$ cat src/rtl/lgs_pkg.sv
// ----------------------------------------------------------------------------
// lgs_pkg
// Shared types and constants for the life generation stencil core.
// ----------------------------------------------------------------------------
package lgs_pkg;

	localparam int WORD_W        = 32;
	localparam int ROW_WORDS_DEF = 8;
	localparam int BIRTH_COUNT   = 3;
	localparam int SURVIVE_COUNT = 2;

	localparam int OQ_DEPTH = 4;
	localparam int OQ_AW    = $clog2(OQ_DEPTH);
	localparam int OQ_CW    = $clog2(OQ_DEPTH + 1);

	typedef logic [WORD_W-1:0] word_t;

	typedef struct packed {
		word_t up;
		word_t mid;
		word_t low;
	} column_t;

	typedef struct packed {
		logic shift;
		logic clear;
	} cell_ctl_t;

	typedef struct packed {
		word_t next_cells;
		logic  last;
	} res_t;

endpackage

$ cat src/rtl/lgs_cell.sv
// ----------------------------------------------------------------------------
// lgs_cell
// One word slot of the two row lines; hands its words to the next slot.
// ----------------------------------------------------------------------------
module lgs_cell import lgs_pkg::*; (
	input  logic      clk,
	input  logic      arst_n,
	input  cell_ctl_t ctl,
	input  word_t     mid_in,
	input  word_t     up_in,
	output word_t     mid,
	output word_t     up
);

	word_t mid_q;
	word_t up_q;

	always_ff @(posedge clk or negedge arst_n) begin
		if (!arst_n) begin
			mid_q <= '0;
			up_q  <= '0;
		end else if (ctl.clear) begin
			mid_q <= '0;
			up_q  <= '0;
		end else if (ctl.shift) begin
			mid_q <= mid_in;
			up_q  <= up_in;
		end
	end

	assign mid = mid_q;
	assign up  = up_q;

endmodule

$ cat src/rtl/lgs_rule.sv
// ----------------------------------------------------------------------------
// lgs_rule
// B3/S23 update of the center word from a 3x3 block of words.
// ----------------------------------------------------------------------------
module lgs_rule import lgs_pkg::*; (
	input  column_t left,
	input  column_t center,
	input  column_t right,
	output word_t   next
);

	logic [WORD_W+1:0] ext_up;
	logic [WORD_W+1:0] ext_mid;
	logic [WORD_W+1:0] ext_low;

	assign ext_up  = {right.up[0],  center.up,  left.up[WORD_W-1]};
	assign ext_mid = {right.mid[0], center.mid, left.mid[WORD_W-1]};
	assign ext_low = {right.low[0], center.low, left.low[WORD_W-1]};

	for (genvar g = 0; g < WORD_W; g++) begin : g_bit
		logic [3:0] nbr;
		assign nbr = 4'(ext_up[g]) + 4'(ext_up[g+1]) + 4'(ext_up[g+2])
			+ 4'(ext_mid[g]) + 4'(ext_mid[g+2])
			+ 4'(ext_low[g]) + 4'(ext_low[g+1]) + 4'(ext_low[g+2]);
		assign next[g] = (nbr == 4'(BIRTH_COUNT))
			|| (ext_mid[g+1] && (nbr == 4'(SURVIVE_COUNT)));
	end

endmodule

$ cat src/rtl/lgs_outq.sv
// ----------------------------------------------------------------------------
// lgs_outq
// Small result queue between the stencil and the result channel.
// ----------------------------------------------------------------------------
module lgs_outq import lgs_pkg::*; (
	input  logic             clk,
	input  logic             arst_n,
	input  logic             wr_en,
	input  res_t             wr_data,
	output logic             rd_valid,
	input  logic             rd_ready,
	output res_t             rd_data,
	output logic [OQ_CW-1:0] count
);

	res_t             mem_q [OQ_DEPTH];
	logic [OQ_AW-1:0] wr_ptr_q;
	logic [OQ_AW-1:0] rd_ptr_q;
	logic [OQ_CW-1:0] count_q;
	logic             rd_en;

	assign rd_valid = (count_q != '0);
	assign rd_en    = rd_valid && rd_ready;
	assign rd_data  = mem_q[rd_ptr_q];
	assign count    = count_q;

	always_ff @(posedge clk) begin
		if (wr_en) begin
			mem_q[wr_ptr_q] <= wr_data;
		end
	end

	always_ff @(posedge clk or negedge arst_n) begin
		if (!arst_n) begin
			wr_ptr_q <= '0;
			rd_ptr_q <= '0;
			count_q  <= '0;
		end else begin
			if (wr_en) begin
				wr_ptr_q <= (wr_ptr_q == OQ_AW'(OQ_DEPTH - 1)) ? '0 : wr_ptr_q + 1'b1;
			end
			if (rd_en) begin
				rd_ptr_q <= (rd_ptr_q == OQ_AW'(OQ_DEPTH - 1)) ? '0 : rd_ptr_q + 1'b1;
			end
			if (wr_en && !rd_en) begin
				count_q <= count_q + 1'b1;
			end else if (rd_en && !wr_en) begin
				count_q <= count_q - 1'b1;
			end
		end
	end

	overflow_chk: assert property (@(posedge clk) disable iff (!arst_n)
		(wr_en && !rd_en) |-> (count_q != OQ_CW'(OQ_DEPTH)))
		else $error("result queue overflow");

	underflow_chk: assert property (@(posedge clk) disable iff (!arst_n)
		(count_q == '0) |-> !rd_en)
		else $error("result queue underflow");

	count_chk: assert property (@(posedge clk) disable iff (!arst_n)
		(wr_en && !rd_en) |=> (count_q == $past(count_q) + 1'b1))
		else $error("result queue count slip");

endmodule

$ cat src/rtl/life_generation_stencil_core.sv
// ----------------------------------------------------------------------------
// life_generation_stencil_core
// One B3/S23 generation over a raster stream of 32-cell row words.
//
//   channel | signals                          | beat
//   item    | item_valid/ready, cells, frame_end | one current-generation word
//   result  | result_valid/ready, next_cells, last | one next-generation word
//
// One item beat per cycle while streaming; results run about one row behind.
// The row lines are a chain of ROW_WORDS cells shifted once per word.
// A frame_end beat starts a flush of up to ROW_WORDS+1 internal zero words
// plus a clear step, during which item_ready is low.
// arst_n clears all row lines, the window and the result queue.
// item_ready drops while three or more result beats are queued or pending.
// ----------------------------------------------------------------------------
module life_generation_stencil_core import lgs_pkg::*; #(
	parameter int ROW_WORDS = ROW_WORDS_DEF
) (
	input  logic  clk,
	input  logic  arst_n,
	input  logic  item_valid,
	output logic  item_ready,
	input  word_t cells,
	input  logic  frame_end,
	output logic  result_valid,
	input  logic  result_ready,
	output word_t next_cells,
	output logic  last
);

	localparam int            PW       = (ROW_WORDS > 1) ? $clog2(ROW_WORDS) : 1;
	localparam logic [PW-1:0] LAST_POS = PW'(ROW_WORDS - 1);

	localparam logic [1:0] ST_RUN   = 2'd0;
	localparam logic [1:0] ST_FLUSH = 2'd1;
	localparam logic [1:0] ST_DRAIN = 2'd2;

	logic [1:0]    state_q;
	logic [PW-1:0] pos_q;
	logic [PW-1:0] p0_q;
	logic          seen_q;
	logic          zero_row_q;
	logic          tail_pend_q;
	logic          tail_last_q;
	column_t       win_prev_q;
	column_t       win_cur_q;

	logic             room;
	logic             item_fire;
	logic             flush_push;
	logic             push;
	logic             at_end;
	logic             main_res;
	logic             tail_set;
	logic             last_main;
	logic             zr_flush;
	logic [PW-1:0]    stop_pos;
	word_t            in_word;
	column_t          cur;
	column_t          rule_right;
	word_t            rule_next;
	res_t             wr_data;
	res_t             rd_data;
	logic             wr_en;
	logic [OQ_CW-1:0] oq_count;
	cell_ctl_t        cell_ctl;

	word_t mid_w [ROW_WORDS];
	word_t up_w  [ROW_WORDS];

	assign room = ({1'b0, oq_count} + (OQ_CW + 1)'(tail_pend_q))
		<= (OQ_CW + 1)'(OQ_DEPTH - 2);

	assign item_ready = (state_q == ST_RUN) && room;
	assign item_fire  = item_valid && item_ready;
	assign flush_push = (state_q == ST_FLUSH) && room;
	assign push       = item_fire || flush_push;
	assign in_word    = item_fire ? cells : '0;
	assign at_end     = (pos_q == LAST_POS);

	assign cell_ctl.shift = push;
	assign cell_ctl.clear = (state_q == ST_DRAIN);

	for (genvar k = 0; k < ROW_WORDS; k++) begin : g_cell
		word_t mid_in;
		word_t up_in;
		if (k == 0) begin : g_head
			assign mid_in = in_word;
			assign up_in  = mid_w[ROW_WORDS-1];
		end else begin : g_body
			assign mid_in = mid_w[k-1];
			assign up_in  = up_w[k-1];
		end
		lgs_cell u_cell (
			.clk    (clk),
			.arst_n (arst_n),
			.ctl    (cell_ctl),
			.mid_in (mid_in),
			.up_in  (up_in),
			.mid    (mid_w[k]),
			.up     (up_w[k])
		);
	end

	assign cur.up  = up_w[ROW_WORDS-1];
	assign cur.mid = mid_w[ROW_WORDS-1];
	assign cur.low = in_word;

	// the row tail word reuses the window with a dead right column
	assign rule_right = tail_pend_q ? '0 : cur;

	lgs_rule u_rule (
		.left   (win_prev_q),
		.center (win_cur_q),
		.right  (rule_right),
		.next   (rule_next)
	);

	assign zr_flush  = (state_q == ST_FLUSH) && zero_row_q;
	assign stop_pos  = (p0_q == LAST_POS) ? LAST_POS : p0_q + 1'b1;
	assign main_res  = push && seen_q && (pos_q != '0);
	assign last_main = flush_push && zero_row_q && (pos_q == stop_pos)
		&& (p0_q != LAST_POS);
	assign tail_set  = push && seen_q && at_end && !(zr_flush && (p0_q != LAST_POS));

	assign wr_en              = main_res || tail_pend_q;
	assign wr_data.next_cells = rule_next;
	assign wr_data.last       = tail_pend_q ? tail_last_q : last_main;

	lgs_outq u_outq (
		.clk      (clk),
		.arst_n   (arst_n),
		.wr_en    (wr_en),
		.wr_data  (wr_data),
		.rd_valid (result_valid),
		.rd_ready (result_ready),
		.rd_data  (rd_data),
		.count    (oq_count)
	);

	assign next_cells = rd_data.next_cells;
	assign last       = rd_data.last;

	always_ff @(posedge clk or negedge arst_n) begin
		if (!arst_n) begin
			state_q     <= ST_RUN;
			pos_q       <= '0;
			p0_q        <= '0;
			seen_q      <= 1'b0;
			zero_row_q  <= 1'b0;
			tail_pend_q <= 1'b0;
			tail_last_q <= 1'b0;
			win_prev_q  <= '0;
			win_cur_q   <= '0;
		end else begin
			tail_pend_q <= tail_set;
			tail_last_q <= zr_flush && (p0_q == LAST_POS);
			if (push) begin
				pos_q      <= at_end ? '0 : pos_q + 1'b1;
				win_prev_q <= (pos_q == '0) ? '0 : win_cur_q;
				win_cur_q  <= cur;
				if (at_end) begin
					seen_q <= 1'b1;
				end
			end
			unique case (state_q)
				ST_RUN: begin
					if (item_fire && frame_end) begin
						state_q    <= ST_FLUSH;
						p0_q       <= pos_q;
						zero_row_q <= at_end;
					end
				end
				ST_FLUSH: begin
					if (flush_push) begin
						if (zero_row_q && (pos_q == stop_pos)) begin
							state_q <= ST_DRAIN;
						end else if (at_end) begin
							zero_row_q <= 1'b1;
						end
					end
				end
				ST_DRAIN: begin
					state_q    <= ST_RUN;
					pos_q      <= '0;
					seen_q     <= 1'b0;
					zero_row_q <= 1'b0;
					win_prev_q <= '0;
					win_cur_q  <= '0;
				end
				default: begin
					state_q <= ST_RUN;
				end
			endcase
		end
	end

	one_write_chk: assert property (@(posedge clk) disable iff (!arst_n)
		!(main_res && tail_pend_q))
		else $error("row tail collides with a stencil result");

	tail_pos_chk: assert property (@(posedge clk) disable iff (!arst_n)
		tail_pend_q |-> (pos_q == '0))
		else $error("row tail pending off a row boundary");

	drain_chk: assert property (@(posedge clk) disable iff (!arst_n)
		(state_q == ST_DRAIN) |=> (state_q == ST_RUN) && !tail_pend_q)
		else $error("clear cycle did not return to streaming");

	last_chk: assert property (@(posedge clk) disable iff (!arst_n)
		(wr_en && wr_data.last) |=> (state_q == ST_RUN) || (state_q == ST_DRAIN))
		else $error("final word written while flush still running");

endmodule
$ cat config.mk
export PLATFORM = sky130hd
export DESIGN_NAME = life_generation_stencil_core
export DESIGN_NICKNAME = d
export VERILOG_FILES = /design/src/rtl/lgs_pkg.sv /design/src/rtl/lgs_cell.sv /design/src/rtl/lgs_rule.sv /design/src/rtl/lgs_outq.sv /design/src/rtl/life_generation_stencil_core.sv
export SDC_FILE = /design/constraint.sdc
export NUM_CORES = 1
export LEC_CHECK = 0
export BUFFER_PORTS_ARGS = -buffer_cell sky130_fd_sc_hd__buf_2
export CORE_AREA = 5 5 338 340
export DETAILED_ROUTE_END_ITERATION = 7
export DIE_AREA = 0 0 343 345
export GPL_TIMING_DRIVEN = 0
export SYNTH_ARGS = -nofsm -noshare
export SYNTH_HDL_FRONTEND = slang
export SYNTH_SLANG_ARGS = --single-unit
$ cat constraint.sdc
create_clock -name clk -period 9.5 [get_ports clk]
set_input_delay 2.85 -clock clk [delete_from_list [all_inputs] [get_ports clk]]
set_output_delay 2.85 -clock clk [all_outputs]
set_load 0.005 [all_outputs]
# Word-level counts from Yosys, hierarchy flattened
# Memories as Yosys holds them, arrays and structs flattened.
# Cells that the tools add are included.
[op_classes]
muxes = 61
n_eq_ne = 77
addsub = 231
n_reduce_logical = 99
magnitude_cmp = 1
[ops]
columns = ["cell", "n"]
rows = [
  ["$mux 32", 33],
  ["$add 4x1->4", 192],
  ["$mux 96", 5],
  ["$eq 4x2->1 const B", 64],
  ["$mux 65", 1],
  ["$add 1x1->2", 32],
  ["$logic_and 1x1->1", 50],
  ["$logic_or 1x1->1", 34],
  ["$mux 3", 6],
  ["$mux 2", 5],
  ["$add 3x1->3 const B", 3],
  ["$mux 1", 9],
  ["$reduce_bool 3->1", 3],
  ["$eq 2x2->1 const B", 3],
  ["$eq 3x3->1 const B", 2],
  ["$ne 2x2->1 const B", 3],
  ["$reduce_bool 2->1", 3],
  ["$reduce_and 5->1", 1],
  ["$add 2x1->2 const B", 2],
  ["$add 3x1->4", 1],
  ["$le 4x2->1 const B", 1],
  ["$ne 2x1->1 const B", 2],
  ["$pmux 2 s2", 1],
  ["$reduce_and 2->1", 2],
  ["9 further kinds", 11],
]
[totals]
ff_bits = 723
n_memories = 1
wordCells = 502
ramBits = 132
in_bits = 37
output_inout_bits = 35
[memory_table]
columns = ["memory", "depth", "word_bits", "rd", "rd_clocked_by_memory_dff", "write_ports", "line", "source"]
rows = [
  ["u_outq.mem_q", 4, 33, 1, 0, 1, "lgs_outq.sv:16", "res_t mem_q [OQ_DEPTH];"],
]

# Longest topological paths before layout
# Gate-level depths: netlist (run 1).
[logic_depth]
ltp_word = 15
ltp_mapped = 14

# Cells and area by module
# From an unflattened synthesis (run 1), not the netlist that was laid out.
[unflattened]
hier_cells = 3303
area_unflattened_um2 = 40309.9
[by_module_without_submodules]
columns = ["mod", "area_each_um2", "seq_area_each_um2", "instances", "cells_each"]
rows = [
  ["lgs_cell", 2611.3, 1601.5, 8, 206],
  ["life_generation_stencil_core", 8725.9, 5104.9, 1, 833],
  ["lgs_rule", 5464.0, 0.0, 1, 613],
  ["lgs_outq", 5230.0, 4139.0, 1, 209],
]

# Least setup slack after synthesis (run 1)
# Ideal clock, no wire load.
[synth_path]
path_type = "in2reg"
startpoint = "input port item_valid"
endpoint = "memory u_outq.mem_q[0][0] (netlist bit), enable pin"
stages = 6
arrival_time_ns = 4.908
t_required_ns = 9.073
slack_ns = 4.165
setup_ns = 0.427
cell_sequence = "nand2_1 nand2_1 and3_1 buf_4 a31oi_4 nor2b_1"
[synth_via]
elab_chain_cells = 7
[synth_rtl]
columns = ["item", "line", "source"]
rows = [
  ["from (decl)", "life_generation_stencil_core.sv:21", "input logic item_valid,"],
  ["$logic_and 1x1->1", "life_generation_stencil_core.sv:75", "assign item_fire = item_valid && item_ready;"],
  ["$logic_or 1x1->1", "life_generation_stencil_core.sv:77", "assign push = item_fire || flush_push;"],
  ["$logic_and 1x1->1 (2 in series)", "life_generation_stencil_core.sv:121", "assign main_res = push && seen_q && (pos_q != '0);"],
  ["$logic_or 1x1->1", "life_generation_stencil_core.sv:126", "assign wr_en = main_res || tail_pend_q;"],
  ["$mux 1", "lgs_outq.sv:28", "if (wr_en) begin"],
  ["$mux 1 (not written as such)", "lgs_outq.sv:29", "mem_q[wr_ptr_q] <= wr_data;"],
  ["to (decl)", "lgs_outq.sv:16", ""],
]
# Every way passes these cells.

# Worst setup path after layout (run 1)
[layout_path]
startpoint = "register u_outq.rd_ptr_q[0]"
endpoint = "output port next_cells[8]"
[layout_via]
elab_chain_cells = 1
[layout_rtl]
columns = ["item", "line", "source"]
rows = [
  ["from (decl)", "lgs_outq.sv:18", "logic [OQ_AW-1:0] rd_ptr_q;"],
  ["from (signal assigned)", "lgs_outq.sv:43", "rd_ptr_q <= (rd_ptr_q == OQ_AW'(OQ_DEPTH - 1)) ? '0 : rd_ptr_q + 1'b1;"],
  ["$mem_v2 4x33", "--", ""],
  ["to (decl)", "life_generation_stencil_core.sv:27", "output word_t next_cells,"],
]
# Every way passes these cells.

==> results of run 1 <==
==> cell families after synthesis <==
family / synth area share
fa+ha+maj: 0.120
compound gates: 0.105
buf+inv: 0.0661
flops: 0.549
mux: 0.0242
simple gates: 0.135
xor+xnor: 0.00106
==> worst paths after layout <==
check / start / to / slack, ns / cells past startpoint
worst min-delay path: p0_q[1]$_DFFE_PN0P_ / p0_q[1]$_DFFE_PN0P_ / 0.49 / 2
worst min register to register: p0_q[1]$_DFFE_PN0P_ / p0_q[1]$_DFFE_PN0P_ / 0.49 / 2
worst max-delay path: u_outq.rd_ptr_q[0]$_DFFE_PN0P_ / next_cells[8] / 3.92 / 4
max in group asynchronous: arst_n / g_cell[5].u_cell.up[29]$_DFFE_PN0P_ / 5.62 / 3
worst max register to register: win_cur_q[95]$_DFFE_PN0P_ / u_outq.mem_q[0][32]$_DFFE_PP_ / 5.68 / 9
min in group asynchronous: arst_n / state_q[1]$_DFFE_PN0P_ / 2.25 / 1
==> through the flow <==
| step | TNS, ns | instance area (um^2) | hold slack, ns |
|---|---|---|---|
| after global routing | 0 | 38000 | 0.516 |
| final | 0 | 38000 | 0.494 |
| after floorplan | 0 | 33000 | 0.454 |
| after CTS | 0 | 38000 | 0.500 |
| after global placement | -3582.48 | 35200 | 0.479 |
| after detailed placement | 0 | 35500 | 0.487 |
==> sequential cells by signal, indices dropped and copies added (netlist names) <==
register	cells
g_cell.u_cell.up	224
state_q	2
win_cur_q	96
zero_row_q	1
u_outq.count	3
u_outq.rd_ptr_q	2
p0_q	3
seen_q	1
tail_pend_q	1
tail_last_q	1
u_outq.mem_q	132
g_cell.u_cell.mid	224
win_prev_q	3
pos_q	3
u_outq.wr_ptr_q	2
==> area by class of cell <==
cell class | count | area [um^2] | area share
Multi-Input combinational cell | 2067 | 12700 | 0.336
Inverter | 328 | 1230 | 0.0324
Clock buffer | 86 | 1930 | 0.0509
Timing Repair Buffer | 81 | 591 | 0.0156
Clock inverter | 37 | 519 | 0.0137
Tap cell | 1500 | 1880 | 0.0494
Buffer | 187 | 951 | 0.0250
Sequential cell | 698 | 18100 | 0.477
==> worst max-delay path, cell delays in order, from the launching register on <==
cell      delay (ns)
dfrtp_1         0.35
clkbuf_1        0.52
buf_2           0.47
mux4_2          0.61
buf_2           0.16
==> cell usage in the layout, fill, tap and decap left out, types with 3 or more instances in the layout <==
| cell | n |
|---|---|
| dfrtp_1 | 566 |
| buf_4 | 34 |
| buf_6 | 12 |
| inv_1 | 328 |
| bufinv_16 | 12 |
| buf_1 | 12 |
| ha_1 | 111 |
| buf_2 | 98 |
| a21oi_1 | 552 |
| buf_16 | 5 |
| clkinvlp_4 | 4 |
| nor2b_1 | 4 |
| a2111oi_0 | 28 |
| nor2_1 | 42 |
| a22o_1 | 32 |
| nand2_1 | 1046 |
| clkinv_1 | 3 |
| nor3_1 | 33 |
| or3_1 | 3 |
| a21o_1 | 3 |
| clkbuf_16 | 74 |
| nand3_1 | 5 |
| mux4_2 | 33 |
| nand2b_1 | 6 |
| inv_6 | 3 |
| clkbuf_8 | 3 |
| a31oi_1 | 6 |
| buf_12 | 4 |
| nand4_1 | 3 |
| o21ai_0 | 3 |
| nor2b_4 | 4 |
| mux2_2 | 5 |
| clkbuf_1 | 110 |
| clkinv_2 | 12 |
| edfxtp_1 | 132 |
| fa_1 | 129 |
==> power groups by stage <==
stage          clock (mW)  sequential [mW]  combinational, mW
2_1_floorplan           0             4.82               3.67
3_3_place_gp            0             5.30               4.77
6_report             2.96             5.28               4.92
3_5_place_dp            0             5.31               4.98
5_1_grt              3.14             5.38               5.72
4_1_cts              3.03             5.27               5.00
==> per-layer routing <==
metal  global-route usage  wire length [um]
met4               0.0589              3660
met2                0.231             39500
met1                0.194             37800
met5                    0                 0
met3               0.0211              4380
==> results.json, run 1 <==
{
  "cts_resized": 0,
  "gp_congestion": 0.911,
  "seq_power_share": 0.401,
  "placedCellCount": 4861,
  "setup_viol": 0,
  "ys_ff_latch": 698,
  "wl_per_cell_um": 17.1,
  "synth_edf_count": 132,
  "cts_max_level": 3,
  "crit_fanout": 10,
  "synth_area_um2": 33000,
  "vias": 22900,
  "final_max_slew_viol_count": 0,
  "first_pass_iters": 5,
  "seq_area_frac_synth": 0.549,
  "pre_cts_slack_ns": 4.19,
  "finalNonFillerCells": 4984,
  "cp_data_required_time_ns": 6.65,
  "cp-end-kind": "output port",
  "slew_headroom": 0.159,
  "fin_util": 0.341,
  "worstPathArrival_ns": 2.73,
  "synth_top_cell_by_area": "dfrtp_1",
  "grt_overflow": 0,
  "cts_root_buf": "clkbuf_16",
  "cts_tree": "done",
  "p_comb_frac": 0.374,
  "yosysWarnings": 0,
  "grt_pass1_wl_um": 134000,
  "yosys_most_used_dff": "dfrtp_1",
  "n_fill_cell": 11300,
  "p_int_mw": 7.98,
  "rsz0062_at_grt": "false",
  "swShare": 0.394,
  "io_pins": 72,
  "status": "finished clean",
  "antenna_found_initial": 0,
  "start_util": 0.297,
  "netlist_instances": 3280,
  "cts_buffers": 70,
  "yosysUniqueCellTypes": 41,
  "synth_nets": 3557,
  "layout-drive-gt1-share": 0.0893,
  "synth_top_area_share": 0.429,
  "grt_usage": 0.143,
  "power_switching_mw": 5.18,
  "die_h_um": 345,
  "io_buffers": 71,
  "maxCapViolCount": 0,
  "drc": 0,
  "fp-row-count": 123,
  "antenna_cells": 0,
  "die_area_um2": 118000,
  "fmax_mhz": 179,
  "leakage_nw": 16.5,
  "areaGrowthSynthToFinish_pct": 15.0,
  "fin_crit_sh": 0.587,
  "drtIter0Drc": 1487,
  "detail_route.vias_per_cell": 4.59,
  "cts_setup_buffers": 0,
  "synthTopCellsByArea": "dfrtp_1 (43%), edfxtp_1 (12%), nand2_1 (12%)",
  "finClkSkew_ns": 0.0181,
  "hold_viol": 0,
  "synth_common_cells": "nand2_1 (1046), dfrtp_1 (566), a21oi_1 (552)",
  "core_area_um2": 111000,
  "path_class": "register to output port",
  "fp.dieW_um": 343,
  "worst_pin_slew_ns": 1.26,
  "ir_drop_uv": 136,
  "grt_pass1_vias": 23100,
  "cts.path.max_buffers": 3,
  "grt_start_max_net_pins": 121,
  "numClockSinks": 698,
  "finalCriticalPeriod_ns": 5.58,
  "async_flop_share": 0.811,
  "clk_latency_ns": 0.60,
  "synth.most_common_cell": "nand2_1",
  "hpwlAfterDp_um": 64900,
  "hold_buffers": 0,
  "startpoint_type": "register",
  "p_per_area_nw_per_um2": 346,
  "hp-class": "register to register",
  "postRouteAntennaNets": 0,
  "setup_ws_ns": 3.92,
  "clkPwrFrac": 0.225,
  "clk_pin_slew_worst_paths_ns": 0.06,
  "postSynthAreaPerCell_um2": 10.1,
  "finalWirelength_um": 85400,
  "power.total_mw": 13.2,
  "nNetsFinal": 3710
}
(Power assumes the default switching activity.)
==> run 2, diff against run 1 <==
--- a/config.mk
+++ b/config.mk
@@ -5,10 +5,11 @@
 export SDC_FILE = /design/constraint.sdc
 export NUM_CORES = 1
 export LEC_CHECK = 0
+export ABC_AREA = 1
 export BUFFER_PORTS_ARGS = -buffer_cell sky130_fd_sc_hd__buf_2
-export CORE_AREA = 5 5 338 340
+export CORE_AREA = 5 5 341 343
 export DETAILED_ROUTE_END_ITERATION = 7
-export DIE_AREA = 0 0 343 345
+export DIE_AREA = 0 0 346 348
 export GPL_TIMING_DRIVEN = 0
 export SYNTH_ARGS = -nofsm -noshare
 export SYNTH_HDL_FRONTEND = slang
==> constraint.sdc (replaced) <==
create_clock -name clk -period 5.5 [get_ports clk]
set_input_delay 1.65 -clock clk [delete_from_list [all_inputs] [get_ports clk]]
set_output_delay 1.65 -clock clk [all_outputs]
set_load 0.005 [all_outputs]
==> run 2 against run 1 <==
Effect of this change: utilization fell by 0.12 points; routed wire length is 7.1% higher; critical path depth up 2; design area increased by 1.4%.
==> results.json, run 2 <==
{
  "final_max_slew_viol_count": 0,
  "cp_cell_sequence": "inv_1 > clkbuf_1 > clkbuf_1 > nor2_1 > o22ai_1 > buf_2",
  "max_stage_delay_ns": 0.53,
  "cts_resized": 0,
  "fp.dieW_um": 346,
  "synth.most_common_cell": "inv_1",
  "top_layer": "met5",
  "n_fill_cell": 11600,
  "final_common_cell": "inv_1",
  "wl_per_cell_um": 17.7,
  "postSynthAreaPerCell_um2": 9.78,
  "critPathBufInv": 4,
  "synth_top_cell_by_area": "dfrtp_1",
  "grt_pass1_wl_um": 144000,
  "finClkSkew_ns": 0.0335,
  "die_h_um": 348,
  "seq_power_share": 0.382,
  "cts.path.max_buffers": 3,
  "drtIter0Drc": 1931,
  "p_comb_frac": 0.351,
  "grt_start_max_net_pins": 120,
  "first_pass_iters": 5,
  "yosysWarnings": 0,
  "grt_pass1_vias": 24200,
  "die_area_um2": 120000,
  "routed-wl-met3_um": 5610,
  "rrSetupSlack_ns": 1.36,
  "synth_nets": 3709,
  "finalWirelength_um": 91400,
  "worst_pin_slew_ns": 1.27,
  "slew_headroom": 0.130,
  "fin_crit_sh": 0.803,
  "cp_common_cell": "clkbuf_1",
  "fin_util": 0.340,
  "postRouteAntennaNets": 0,
  "fmax_mhz": 227,
  "p_per_area_nw_per_um2": 489,
  "io_pins": 72,
  "synth_area_um2": 33600,
  "startpoint_type": "register",
  "whs_endpoint": "g_cell[4].u_cell.mid[25]$_DFFE_PN0P_",
  "layout-drive-gt1-share": 0.0908,
  "hold_viol": 0,
  "maxCapViolCount": 0,
  "min_from": "g_cell[3].u_cell.mid[25]$_DFFE_PN0P_",
  "nNetsFinal": 3865,
  "path_class": "register to output port",
  "hold_depth": 2,
  "async_flop_share": 0.811,
  "ys_ff_latch": 698,
  "cp_data_required_time_ns": 3.85,
  "netlist_instances": 3432,
  "pre_cts_slack_ns": 1.41,
  "seq_area_frac_synth": 0.540,
  "hpwlAfterDp_um": 69500,
  "cts_buffers": 73,
  "slowest_stage": "clkbuf_1",
  "detail_route.vias_per_cell": 4.65,
  "crit_family": "buffers and inverters",
  "grt_usage": 0.152,
  "antenna_found_initial": 2,
  "drc": 0,
  "cp-end-kind": "output port",
  "drt-met1-wl_um": 40900,
  "yosys_most_used_dff": "dfrtp_1",
  "cts_max_level": 3,
  "final_cell_mix": "inv_1 (791), dfrtp_1 (566), nand3_1 (518)",
  "r2r-end": "u_outq.mem_q[1][5]$_DFFE_PP_",
  "power.total_mw": 18.8,
  "hold_buffers": 0,
  "clk_pin_slew_worst_paths_ns": 0.06,
  "setup_viol": 0,
  "placed_cell_area_um2": 36100,
  "hp-class": "register to register",
  "cts_root_buf": "clkbuf_16",
  "ir_drop_uv": 266,
  "worstPathArrival_ns": 2.76,
  "vias": 24000,
  "synth_top_area_share": 0.422,
  "areaGrowthSynthToFinish_pct": 14.7,
  "grt_overflow": 0,
  "start_util": 0.296,
  "power_switching_mw": 7.56,
  "final_area_um2": 38500,
  "rsz0062_at_grt": "false",
  "wl_met2_um": 42000,
  "clk_latency_ns": 0.62,
  "synth_common_cells": "inv_1 (791), dfrtp_1 (566), nand3_1 (518)",
  "r2r_cells": 9,
  "cts_tree": "done",
  "finalCriticalPeriod_ns": 4.41,
  "numClockSinks": 698,
  "cts_setup_buffers": 0,
  "core_area_um2": 113000,
  "synth_edf_count": 132,
  "clkPwrFrac": 0.266,
  "p_int_mw": 11.3,
  "status": "finished clean",
  "fp-row-count": 124,
  "crit_fanout": 10,
  "swShare": 0.401,
  "yosysUniqueCellTypes": 32,
  "synthTopCellsByArea": "dfrtp_1 (42%), edfxtp_1 (12%), inv_1 (8.8%)",
  "leakage_nw": 16.5,
  "setup_ws_ns": 1.09,
  "io_buffers": 71,
  "gp_congestion": 0.899,
  "r2r_start": "win_cur_q[68]$_DFFE_PN0P_"
}
-- run 2: metrics by stage --
step / std cells / hold slack (ns) / TNS [ns]
after CTS: 5156 / 0.487 / 0
after global routing: 5157 / 0.528 / 0
after global placement: 5015 / 0.480 / -5412.15
after floorplan: 3432 / 0.457 / 0
after detailed placement: 5024 / 0.486 / 0
final: 5159 / 0.491 / 0
-- run 2: power by group through the flow --
stage                     logic [mW]  clock network [mW]  registers, mW
after global routing            7.54                5.32           7.30
final                           6.62                5.02           7.21
after global placement          6.46                   0           7.27
after CTS                       6.68                5.12           7.19
after detailed placement        6.66                   0           7.27
after floorplan                 4.53                   0           6.85
-- run 2: kinds of logic after synthesis --
family,after synthesis,synth area share
buf+inv,991,0.118
simple gates,788,0.112
compound gates,712,0.111
flops,698,0.540
fa+ha+maj,240,0.118
xor+xnor,2,0.000522
mux,1,0.000336
-- run 2: cell type report --
cell class	instances	area [um^2]	share of cell area
antenna	2	5.00	0.000130
buffer	198	981	0.0255
clock buffer	107	2150	0.0559
clock inverter	25	265	0.00689
inverter	793	2980	0.0773
multi-input combinational	1743	11500	0.299
sequential	698	18100	0.471
tap	1512	1890	0.0491
timing repair buffer	81	588	0.0153
-- run 2: worst min-delay path, stage by stage (launching register included) --
cell     delay [ns]
dfrtp_1        0.34
nand3_1        0.07
o21ai_0        0.07
-- run 2: worst max path at each step --
stage | startpoint | endpoint | slack (ns) | cells after the start
finish | u_outq.rd_ptr_q[0]$_DFFE_PN0P_ | next_cells[10] | 1.09 | 6
floorplan | item_valid | u_outq.mem_q[0][0]$_DFFE_PP_ | 0.49 | 5
global route | u_outq.rd_ptr_q[0]$_DFFE_PN0P_ | next_cells[10] | 0.92 | 6
detailed placement | win_cur_q[93]$_DFFE_PN0P_ | u_outq.mem_q[3][30]$_DFFE_PP_ | 1.41 | 9
global placement | arst_n | u_outq.count[1]$_DFFE_PN0P_ | -9.20 | 1
CTS | u_outq.rd_ptr_q[0]$_DFFE_PN0P_ | next_cells[10] | 0.96 | 6
-- run 2: per-layer routing --
layer | vias to the layer above | GRT usage
met5 | - | 0
met4 | 4 | 0.0517
met2 | 631 | 0.245
met1 | 11800 | 0.207
met3 | 150 | 0.0285
li1 | 11400 | -
